--- src/rtl/cau_pkg.sv ---
// Shared types and constants for the calibrated angle unwrapper.
package cau_pkg;

	localparam int WORD_W            = 16;
	localparam int IDX_W             = 5;
	localparam int POS_W             = 32;
	localparam int CAL_SHIFT_DEFAULT = 5;
	localparam int QUEUE_DEPTH       = 4;
	localparam int S_TDATA_W         = 40;

	typedef enum logic [0:0] {
		CMD_SAMPLE = 1'b0,
		CMD_WRITE  = 1'b1
	} cmd_t;

	typedef struct packed {
		cmd_t              cmd;
		logic [WORD_W-1:0] raw_angle;
		logic [IDX_W-1:0]  table_index;
		logic [WORD_W-1:0] table_value;
	} item_t;

endpackage

--- src/rtl/cau_front.sv ---
// Front end: accepts words, holds the chip type and forms the raw angle.
module cau_front (
	input  logic                          clk,
	input  logic                          arst_n,
	input  logic                          cfg_valid,
	output logic                          cfg_ready,
	input  logic                          cfg_data,
	input  logic                          s_tvalid,
	output logic                          s_tready,
	input  logic [cau_pkg::S_TDATA_W-1:0] s_tdata,
	input  logic                          s_tuser,
	input  logic                          queue_full,
	output logic                          push,
	output cau_pkg::item_t                push_item
);

	logic                        chip_kind_q;
	logic [cau_pkg::WORD_W-1:0]  sensor_word;

	assign cfg_ready = 1'b1;

	always_ff @(posedge clk or negedge arst_n) begin
		if (!arst_n) begin
			chip_kind_q <= 1'b0;
		end else if (cfg_valid && cfg_ready) begin
			chip_kind_q <= cfg_data;
		end
	end

	assign sensor_word = s_tdata[15:0];
	assign s_tready    = !queue_full;
	assign push        = s_tvalid && s_tready;

	always_comb begin
		push_item.cmd         = cau_pkg::cmd_t'(s_tuser);
		push_item.table_index = s_tdata[20:16];
		push_item.table_value = s_tdata[36:21];
		if (chip_kind_q) begin
			push_item.raw_angle = {sensor_word[13:0], 2'b00};
		end else begin
			push_item.raw_angle = {sensor_word[14:0], 1'b0};
		end
	end

endmodule

--- src/rtl/cau_queue.sv ---
// Short queue between the front end and the back end.
module cau_queue (
	input  logic           clk,
	input  logic           arst_n,
	input  logic           push,
	input  cau_pkg::item_t push_item,
	output logic           full,
	input  logic           pop,
	output logic           head_valid,
	output cau_pkg::item_t head_item
);

	localparam int DEPTH = cau_pkg::QUEUE_DEPTH;
	localparam int PTR_W = $clog2(DEPTH);
	localparam logic [PTR_W-1:0] LAST_PTR = PTR_W'(DEPTH - 1);
	localparam logic [PTR_W:0]   FULL_CNT = (PTR_W + 1)'(DEPTH);

	cau_pkg::item_t   slots_q [DEPTH];
	logic [PTR_W-1:0] wr_ptr_q;
	logic [PTR_W-1:0] rd_ptr_q;
	logic [PTR_W:0]   count_q;

	assign full       = (count_q == FULL_CNT);
	assign head_valid = (count_q != '0);
	assign head_item  = slots_q[rd_ptr_q];

	always_ff @(posedge clk) begin
		if (push) begin
			slots_q[wr_ptr_q] <= push_item;
		end
	end

	always_ff @(posedge clk or negedge arst_n) begin
		if (!arst_n) begin
			wr_ptr_q <= '0;
			rd_ptr_q <= '0;
			count_q  <= '0;
		end else begin
			if (push) begin
				wr_ptr_q <= (wr_ptr_q == LAST_PTR) ? '0 : wr_ptr_q + 1'b1;
			end
			if (pop) begin
				rd_ptr_q <= (rd_ptr_q == LAST_PTR) ? '0 : rd_ptr_q + 1'b1;
			end
			if (push && !pop) begin
				count_q <= count_q + 1'b1;
			end else if (pop && !push) begin
				count_q <= count_q - 1'b1;
			end
		end
	end

endmodule

--- src/rtl/cau_back.sv ---
// Back end: calibration table, interpolation pipeline and position unwrap.
module cau_back #(
	parameter int CAL_SHIFT = cau_pkg::CAL_SHIFT_DEFAULT
) (
	input  logic                      clk,
	input  logic                      arst_n,
	input  logic                      head_valid,
	input  cau_pkg::item_t            head_item,
	output logic                      pop,
	output logic                      m_tvalid,
	input  logic                      m_tready,
	output logic [cau_pkg::POS_W-1:0] m_tdata
);

	localparam int W        = cau_pkg::WORD_W;
	localparam int PW       = cau_pkg::POS_W;
	localparam int CAL_SIZE = 1 << CAL_SHIFT;
	localparam int FRAC     = W - CAL_SHIFT;
	localparam int PROD_W   = FRAC + W + 1;
	localparam int EXT_W    = cau_pkg::IDX_W + 8;
	localparam logic signed [PROD_W-1:0] HALF = PROD_W'(1) <<< (FRAC - 1);

	logic [W-1:0]         cal_mem [CAL_SIZE];
	logic [CAL_SIZE-1:0]  written_q;

	logic                 advance;
	logic [CAL_SHIFT-1:0] rd_idx;
	logic [CAL_SHIFT-1:0] rd_idx_next;
	logic [EXT_W-1:0]     wr_idx_ext;
	logic [CAL_SHIFT-1:0] wr_idx;
	logic                 wr_in_range;
	logic                 wr_en;

	logic                 v_s1;
	cau_pkg::cmd_t        cmd_s1;
	logic [FRAC-1:0]      frac_s1;
	logic [CAL_SHIFT-1:0] idx_s1;
	logic [W-1:0]         lo_mem_s1;
	logic [W-1:0]         hi_mem_s1;
	logic                 lo_ok_s1;
	logic                 hi_ok_s1;

	logic [CAL_SHIFT-1:0] idx_next_s1;
	logic [W-1:0]         lo_val;
	logic [W-1:0]         hi_val;
	logic [W-1:0]         diff;
	logic signed [PROD_W-1:0] prod;

	logic                 v_s2;
	cau_pkg::cmd_t        cmd_s2;
	logic [W-1:0]         lo_s2;
	logic signed [PROD_W-1:0] prod_s2;
	logic signed [PROD_W-1:0] rounded;
	logic [W-1:0]         angle;

	logic                 v_s3;
	cau_pkg::cmd_t        cmd_s3;
	logic [W-1:0]         angle_s3;

	logic [PW-1:0]        pos_q;
	logic [W-1:0]         delta;
	logic [PW-1:0]        new_pos;
	logic                 out_valid_q;
	logic [PW-1:0]        out_data_q;

	assign advance     = !out_valid_q || m_tready;
	assign pop         = advance && head_valid;

	assign rd_idx      = head_item.raw_angle[W-1:FRAC];
	assign rd_idx_next = rd_idx + 1'b1;
	assign wr_idx_ext  = EXT_W'(head_item.table_index);
	assign wr_idx      = wr_idx_ext[CAL_SHIFT-1:0];
	assign wr_in_range = (32'(head_item.table_index) < 32'(CAL_SIZE));
	assign wr_en       = pop && (head_item.cmd == cau_pkg::CMD_WRITE) && wr_in_range;

	always_ff @(posedge clk) begin
		if (wr_en) begin
			cal_mem[wr_idx] <= head_item.table_value;
		end
		if (advance) begin
			lo_mem_s1 <= cal_mem[rd_idx];
			hi_mem_s1 <= cal_mem[rd_idx_next];
			lo_ok_s1  <= written_q[rd_idx];
			hi_ok_s1  <= written_q[rd_idx_next];
			cmd_s1    <= head_item.cmd;
			frac_s1   <= head_item.raw_angle[FRAC-1:0];
			idx_s1    <= rd_idx;
		end
	end

	always_ff @(posedge clk or negedge arst_n) begin
		if (!arst_n) begin
			written_q <= '0;
		end else if (wr_en) begin
			written_q[wr_idx] <= 1'b1;
		end
	end

	assign idx_next_s1 = idx_s1 + 1'b1;
	assign lo_val = lo_ok_s1 ? lo_mem_s1 : {idx_s1, {FRAC{1'b0}}};
	assign hi_val = hi_ok_s1 ? hi_mem_s1 : {idx_next_s1, {FRAC{1'b0}}};
	assign diff   = hi_val - lo_val;
	assign prod   = $signed({1'b0, frac_s1}) * $signed(diff);

	always_ff @(posedge clk) begin
		if (advance) begin
			cmd_s2   <= cmd_s1;
			lo_s2    <= lo_val;
			prod_s2  <= prod;
			cmd_s3   <= cmd_s2;
			angle_s3 <= angle;
		end
	end

	assign rounded = prod_s2 + HALF;
	assign angle   = lo_s2 + rounded[FRAC+W-1:FRAC];

	assign delta   = angle_s3 - pos_q[W-1:0];
	assign new_pos = pos_q + {{(PW-W){delta[W-1]}}, delta};

	always_ff @(posedge clk or negedge arst_n) begin
		if (!arst_n) begin
			v_s1        <= 1'b0;
			v_s2        <= 1'b0;
			v_s3        <= 1'b0;
			out_valid_q <= 1'b0;
			pos_q       <= '0;
		end else if (advance) begin
			v_s1        <= head_valid;
			v_s2        <= v_s1;
			v_s3        <= v_s2;
			out_valid_q <= v_s3;
			if (v_s3 && (cmd_s3 == cau_pkg::CMD_SAMPLE)) begin
				pos_q <= new_pos;
			end
		end
	end

	always_ff @(posedge clk) begin
		if (advance && v_s3) begin
			out_data_q <= (cmd_s3 == cau_pkg::CMD_SAMPLE) ? new_pos : pos_q;
		end
	end

	assign m_tvalid = out_valid_q;
	assign m_tdata  = out_data_q;

endmodule

--- src/rtl/calibrated_angle_unwrapper.sv ---
// Calibrated angle unwrapper: sustains one word per clock, in and out, while the
// output is not stalled. A word is taken whenever the four-entry input queue
// has room; each word, sample or table write, yields exactly one position word
// that appears on the output after passing through five registers (queue,
// table read, multiply, interpolate, position register). The rate is set by
// the 32-bit position accumulate, which closes once per cycle in the position
// register pos_q, and by the two read ports of the calibration table.
// Table entries read as i << (16 - CAL_SHIFT) until written; no clearing pass
// is needed after reset. The chip type register may be written only while
// no word is in flight.
module calibrated_angle_unwrapper #(
	parameter int CAL_SHIFT = cau_pkg::CAL_SHIFT_DEFAULT
) (
	input  logic                          clk,
	input  logic                          arst_n,
	input  logic                          cfg_valid,
	output logic                          cfg_ready,
	input  logic                          cfg_data,   // chip_kind
	input  logic                          s_tvalid,
	output logic                          s_tready,
	// sensor_word[15:0], table_index[20:16], table_value[36:21], zero[39:37]
	input  logic [cau_pkg::S_TDATA_W-1:0] s_tdata,
	input  logic                          s_tuser,    // cmd
	output logic                          m_tvalid,
	input  logic                          m_tready,
	output logic [cau_pkg::POS_W-1:0]     m_tdata     // position[31:0]
);

	logic           push;
	cau_pkg::item_t push_item;
	logic           queue_full;
	logic           pop;
	logic           head_valid;
	cau_pkg::item_t head_item;

	cau_front u_front (
		.clk        (clk),
		.arst_n     (arst_n),
		.cfg_valid  (cfg_valid),
		.cfg_ready  (cfg_ready),
		.cfg_data   (cfg_data),
		.s_tvalid   (s_tvalid),
		.s_tready   (s_tready),
		.s_tdata    (s_tdata),
		.s_tuser    (s_tuser),
		.queue_full (queue_full),
		.push       (push),
		.push_item  (push_item)
	);

	cau_queue u_queue (
		.clk        (clk),
		.arst_n     (arst_n),
		.push       (push),
		.push_item  (push_item),
		.full       (queue_full),
		.pop        (pop),
		.head_valid (head_valid),
		.head_item  (head_item)
	);

	cau_back #(
		.CAL_SHIFT (CAL_SHIFT)
	) u_back (
		.clk        (clk),
		.arst_n     (arst_n),
		.head_valid (head_valid),
		.head_item  (head_item),
		.pop        (pop),
		.m_tvalid   (m_tvalid),
		.m_tready   (m_tready),
		.m_tdata    (m_tdata)
	);

endmodule

--- config.mk ---
export PLATFORM = sky130hd
export DESIGN_NAME = calibrated_angle_unwrapper
export DESIGN_NICKNAME = d
export VERILOG_FILES = /design/src/rtl/cau_pkg.sv /design/src/rtl/cau_front.sv /design/src/rtl/cau_queue.sv /design/src/rtl/cau_back.sv /design/src/rtl/calibrated_angle_unwrapper.sv
export SDC_FILE = /design/constraint.sdc
export NUM_CORES = 2
export LEC_CHECK = 0
export BUFFER_PORTS_ARGS = -buffer_cell sky130_fd_sc_hd__buf_2
export CELL_PAD_IN_SITES_DETAIL_PLACEMENT = 0
export CELL_PAD_IN_SITES_GLOBAL_PLACEMENT = 1
export CORE_MARGIN = 1.5
export CORE_UTILIZATION = 30
export CTS_CLUSTER_SIZE = 10
export DETAILED_ROUTE_END_ITERATION = 6
export PLACE_DENSITY = 0.58
export SYNTH_ARGS = -nofsm -noshare
export SYNTH_HDL_FRONTEND = slang
export SYNTH_HIERARCHICAL = 1
export SYNTH_SLANG_ARGS = --single-unit
--- constraint.sdc ---
create_clock -name clk -period 10 [get_ports clk]
set_input_delay 0.5 -clock clk [delete_from_list [all_inputs] [get_ports clk]]
set_output_delay 0.5 -clock clk [all_outputs]
set_load 0.01 [all_outputs]
==> metrics.md <==
| Metric | Value |
|---|---|
| Run status | `finished clean` |
| Cell Area, Synth | `roughly 47000 µm²` |
| CTS Buffer Depth | `3` |
| Mean post-synth cell area | `roughly 16 µm²` |
| DR vias/cell | `slightly below 5` |
| Worst reg2reg path startpoint | `u_back/hi_ok_s1` |
| Register area share after synthesis | `0.545` |
| Multiplexer share of the synthesized area | `0.195` |
| PortBufs | `between 70 and 80` |
| # H-tree levels | `3` |
| Routed length on met1 | `between 50000 and 60000 µm` |
| Yosys cell types | `72` |
| Final HPWL DP | `between 70000 and 80000 µm` |
| Area contributors post-synth | `edfxtp_1 51%, mux4_2 18%, fa_1 6.7%, dfrtp_1 4.0%, ha_1 3.8%` |
| RSZ-0062 raised after global routing | `false` |
| Die Ht | `between 400 and 500 µm` |
| Number of DRC markers in iteration 0 | `about 1800` |
| Routed Wire Length | `between 100000 and 150000 µm` |
| Critical Path End Type | `flip-flop` |
| Tmin final | `8.28 ns` |
| Vias in the first global route | `about 27000` |
| Post-synthesis compound-gate area fraction | `0.0365` |
| Met2 wire len | `59700 µm` |
| Largest net degree at the start of global routing | `71` |
| Core Area | `approximately 160000 µm²` |
| Die width | `between 400 and 500 µm` |
| Critical path class | `flip-flop to flip-flop` |
| Clock Sinks | `about 870` |
| Top-count cell post-synth | `edfxtp_1` |
| Worst R2R Setup Slack | `roughly 1.7 ns` |
| Largest family of logic cells by synthesized area | `multiplexers` |
| Top cell type's share of synthesized area | `0.505` |
| Setup TNS | `0 ns` |
| EDFF count, synth | `about 800` |
| Commonest cells in the netlist | `798 x edfxtp_1, 378 x mux4_2, 257 x inv_1, 219 x nand2_1, 158 x fa_1` |
| Async SR Flop Fraction | `0.0870` |
| Synth Warn # | `6` |
| Drt first pass iters | `6` |
| Final setup vio count | `0` |
| Hold_sp | `s_tdata[31]` |
| Share of layout cells above drive strength 1 | `0.254` |
| Startpoint Class | `flip-flop` |
| Final Max Slew Viols | `0` |
| Drt wl/cell | `approximately 22 µm` |
| Clock skew | `around 0.062 ns` |
| Antenna viol nets, final | `0` |
| Area delta synth->final | `13.0%` |
| # IOs | `approximately 80` |
| TritonCTS clock tree | `built` |
| Root Driver | `clkbuf_16` |
| Synth Register Bits | `slightly below 900` |
| Synthesized instance count | `2990` |
| Worst min path class | `input pin to flip-flop` |
| Post-route cell area | `between 50000 and 60000 µm²` |
| Ys flop type | `edfxtp_1` |
| Worst-Skew Late Latency | `a little over 0.7 ns` |
| Starting Density | `0.303` |
| Nets | `3442` |
| Postcts setup bufs | `0` |
| Max cap viols | `0` |
| Worst-Margin Slew | `1.07 ns` |
| Vias | `25877` |
| Inserted Clock Buffers | `102` |
| Syn nets | `~3300` |
| Hold Crit Endpoint | `u_queue/slots_q[2][10]` |
| Slowest cell on crit path | `edfxtp_1` |
| Fin crit share | `0.828` |
| Post-cts sizing count | `0` |
| GP Congestion | `0.765` |
| Adder-cell share of the synthesized area | `0.104` |
| CTS clock-pin slew for the worst setup and hold paths | `approximately 0.06 ns` |
| Initial antenna violation count | `3` |
| Hold Buf Count CTS | `24` |
| First-pass GRT wire length | `approximately 180000 µm` |
| Post-synthesis simple-gate area fraction | `0.0568` |
| Hold Fails Final Rpt | `0` |
| Crit-path max cell delay | `around 0.63 ns` |
| Cell Rows | `roughly 150` |
| Global-route congestion overflow total | `0` |
| Highest metal used | `met4` |
| Residual DRC | `0` |
| Req. time, crit path | `roughly 10 ns` |
| CP Max Fanout | `20` |
| R2R cell count | `31` |
| Fmax | `between 100 and 150 MHz` |
| Synth area leader | `edfxtp_1` |
| Worst path arrival time | `around 8.7 ns` |
| Xor and xnor fraction of the mapped netlist area | `0.0226` |
| Hold depth | `1` |
| Met3 WL | `around 5000 µm` |
| Reg2reg end | `u_back/prod_s2[26]` |
| DP Area | `roughly 50000 µm²` |
| Max_slew headroom | `0.280` |
| Worst hold slack | `approximately 0.085 ns` |
| Total GRT Usage | `0.146` |
| Most frequent CP cell | `fa_1` |
| Die Outline Area | `roughly 160000 µm²` |
-- worst max-delay path by stage --
| stage | startpoint | slack [ns] | cells past startpoint | end |
|---|---|---|---|---|
| final | u_back/hi_ok_s1 | 1.72 | 31 | u_back/prod_s2[26] |
| after global routing | u_back/hi_ok_s1 | 1.07 | 30 | u_back/prod_s2[26] |
| after CTS | u_back/hi_ok_s1 | 1.57 | 30 | u_back/prod_s2[26] |
| after detailed placement | u_back/hi_ok_s1 | 1.62 | 30 | u_back/prod_s2[26] |
| after global placement | u_back/hi_ok_s1 | 1.59 | 31 | u_back/prod_s2[26] |
| after floorplan | u_back/lo_ok_s1 | 2.42 | 32 | u_back/prod_s2[26] |
-- worst max-delay path: cells and delay by family (launching register included) --
kind | cells | cell delay [ns]
AOI/OAI and AO/OA | 12 | 2.40
DFF | 1 | 0.63
adders and majority gates | 8 | 3.43
xor gates and xnor gates | 2 | 0.55
and+or+nand+nor | 5 | 0.80
buffers and inverters | 4 | 0.20
-- kinds of logic after synthesis --
logic type	after synthesis
AOI/OAI and AO/OA	276
xor gates and xnor gates	117
adders and majority gates	301
buffers and inverters	430
DFF	874
muxes	442
other	2
and+or+nand+nor	548
-- metrics by stage --
| step | std cells | setup WS (ns) | utilization |
|---|---|---|---|
| after floorplan | 2990 | 2.42 | - |
| after global routing | 5225 | 1.07 | 0.342 |
| after global placement | 5024 | 1.59 | 0.321 |
| after detailed placement | 5024 | 1.62 | 0.321 |
| after CTS | 5225 | 1.57 | 0.342 |
| final | 5226 | 1.72 | 0.342 |
-- per-layer routing --
layer | vias up | GRT usage
met1 | 13655 | 0.190
met3 | 146 | 0.0215
met4 | 0 | 0.0317
met5 | - | 0
met2 | 580 | 0.257
li1 | 11496 | -
-- flip-flops by register name, summed over array words and instances (netlist names), 5 cells and up --
| name | cells |
|---|---|
| u_back/m_tdata | 32 |
| u_back/written_q | 32 |
| u_queue/slots_q | 152 |
| u_back/lo_mem_s1 | 16 |
| u_back/idx_s1 | 5 |
| u_back/angle_s3 | 16 |
| u_back/pos_q | 32 |
| u_back/lo_s2 | 16 |
| u_back/frac_s1 | 11 |
| u_back/cal_mem | 512 |
| u_back/prod_s2 | 17 |
| u_back/hi_mem_s1 | 16 |
-- cells in the final DEF, fill, tap and decap left out, types with 7 or more instances in the layout --
cell type	instances
inv_1	257
o21ai_0	85
nor2_2	32
mux2_4	8
o21bai_1	10
clkbuf_1	53
nand4_1	9
and3_1	8
mux2_2	51
a31oi_1	9
nor3b_1	10
or2_2	39
buf_4	73
a21oi_1	63
nand2b_1	15
o21a_1	12
nor2b_1	20
xnor2_1	71
edfxtp_1	798
nor2_1	56
xor2_1	38
nand2_1	219
and2_1	72
fa_1	158
a211oi_1	10
buf_2	75
nor3_1	11
dfrtp_1	74
clkbuf_16	104
a21o_1	44
ha_1	142
a21boi_0	7
nand3_1	23
mux4_2	375
dlygate4sd3_1	24
-- area by class of cell --
type / instances / area [µm²]
Antenna cell: 1 / 2.50
Clock buffer: 161 / 2860
Clock inverter: 16 / 258
Fill cell: 14973 / 103000
Inverter: 258 / 968
Multi-Input combinational cell: 1686 / 19900
Sequential cell: 874 / 25900
Tap cell: 2058 / 2570
Timing Repair Buffer: 172 / 1160
Power is not shown: default switching activity piles up to over one toggle a cycle in this logic, so the estimate is an artifact.
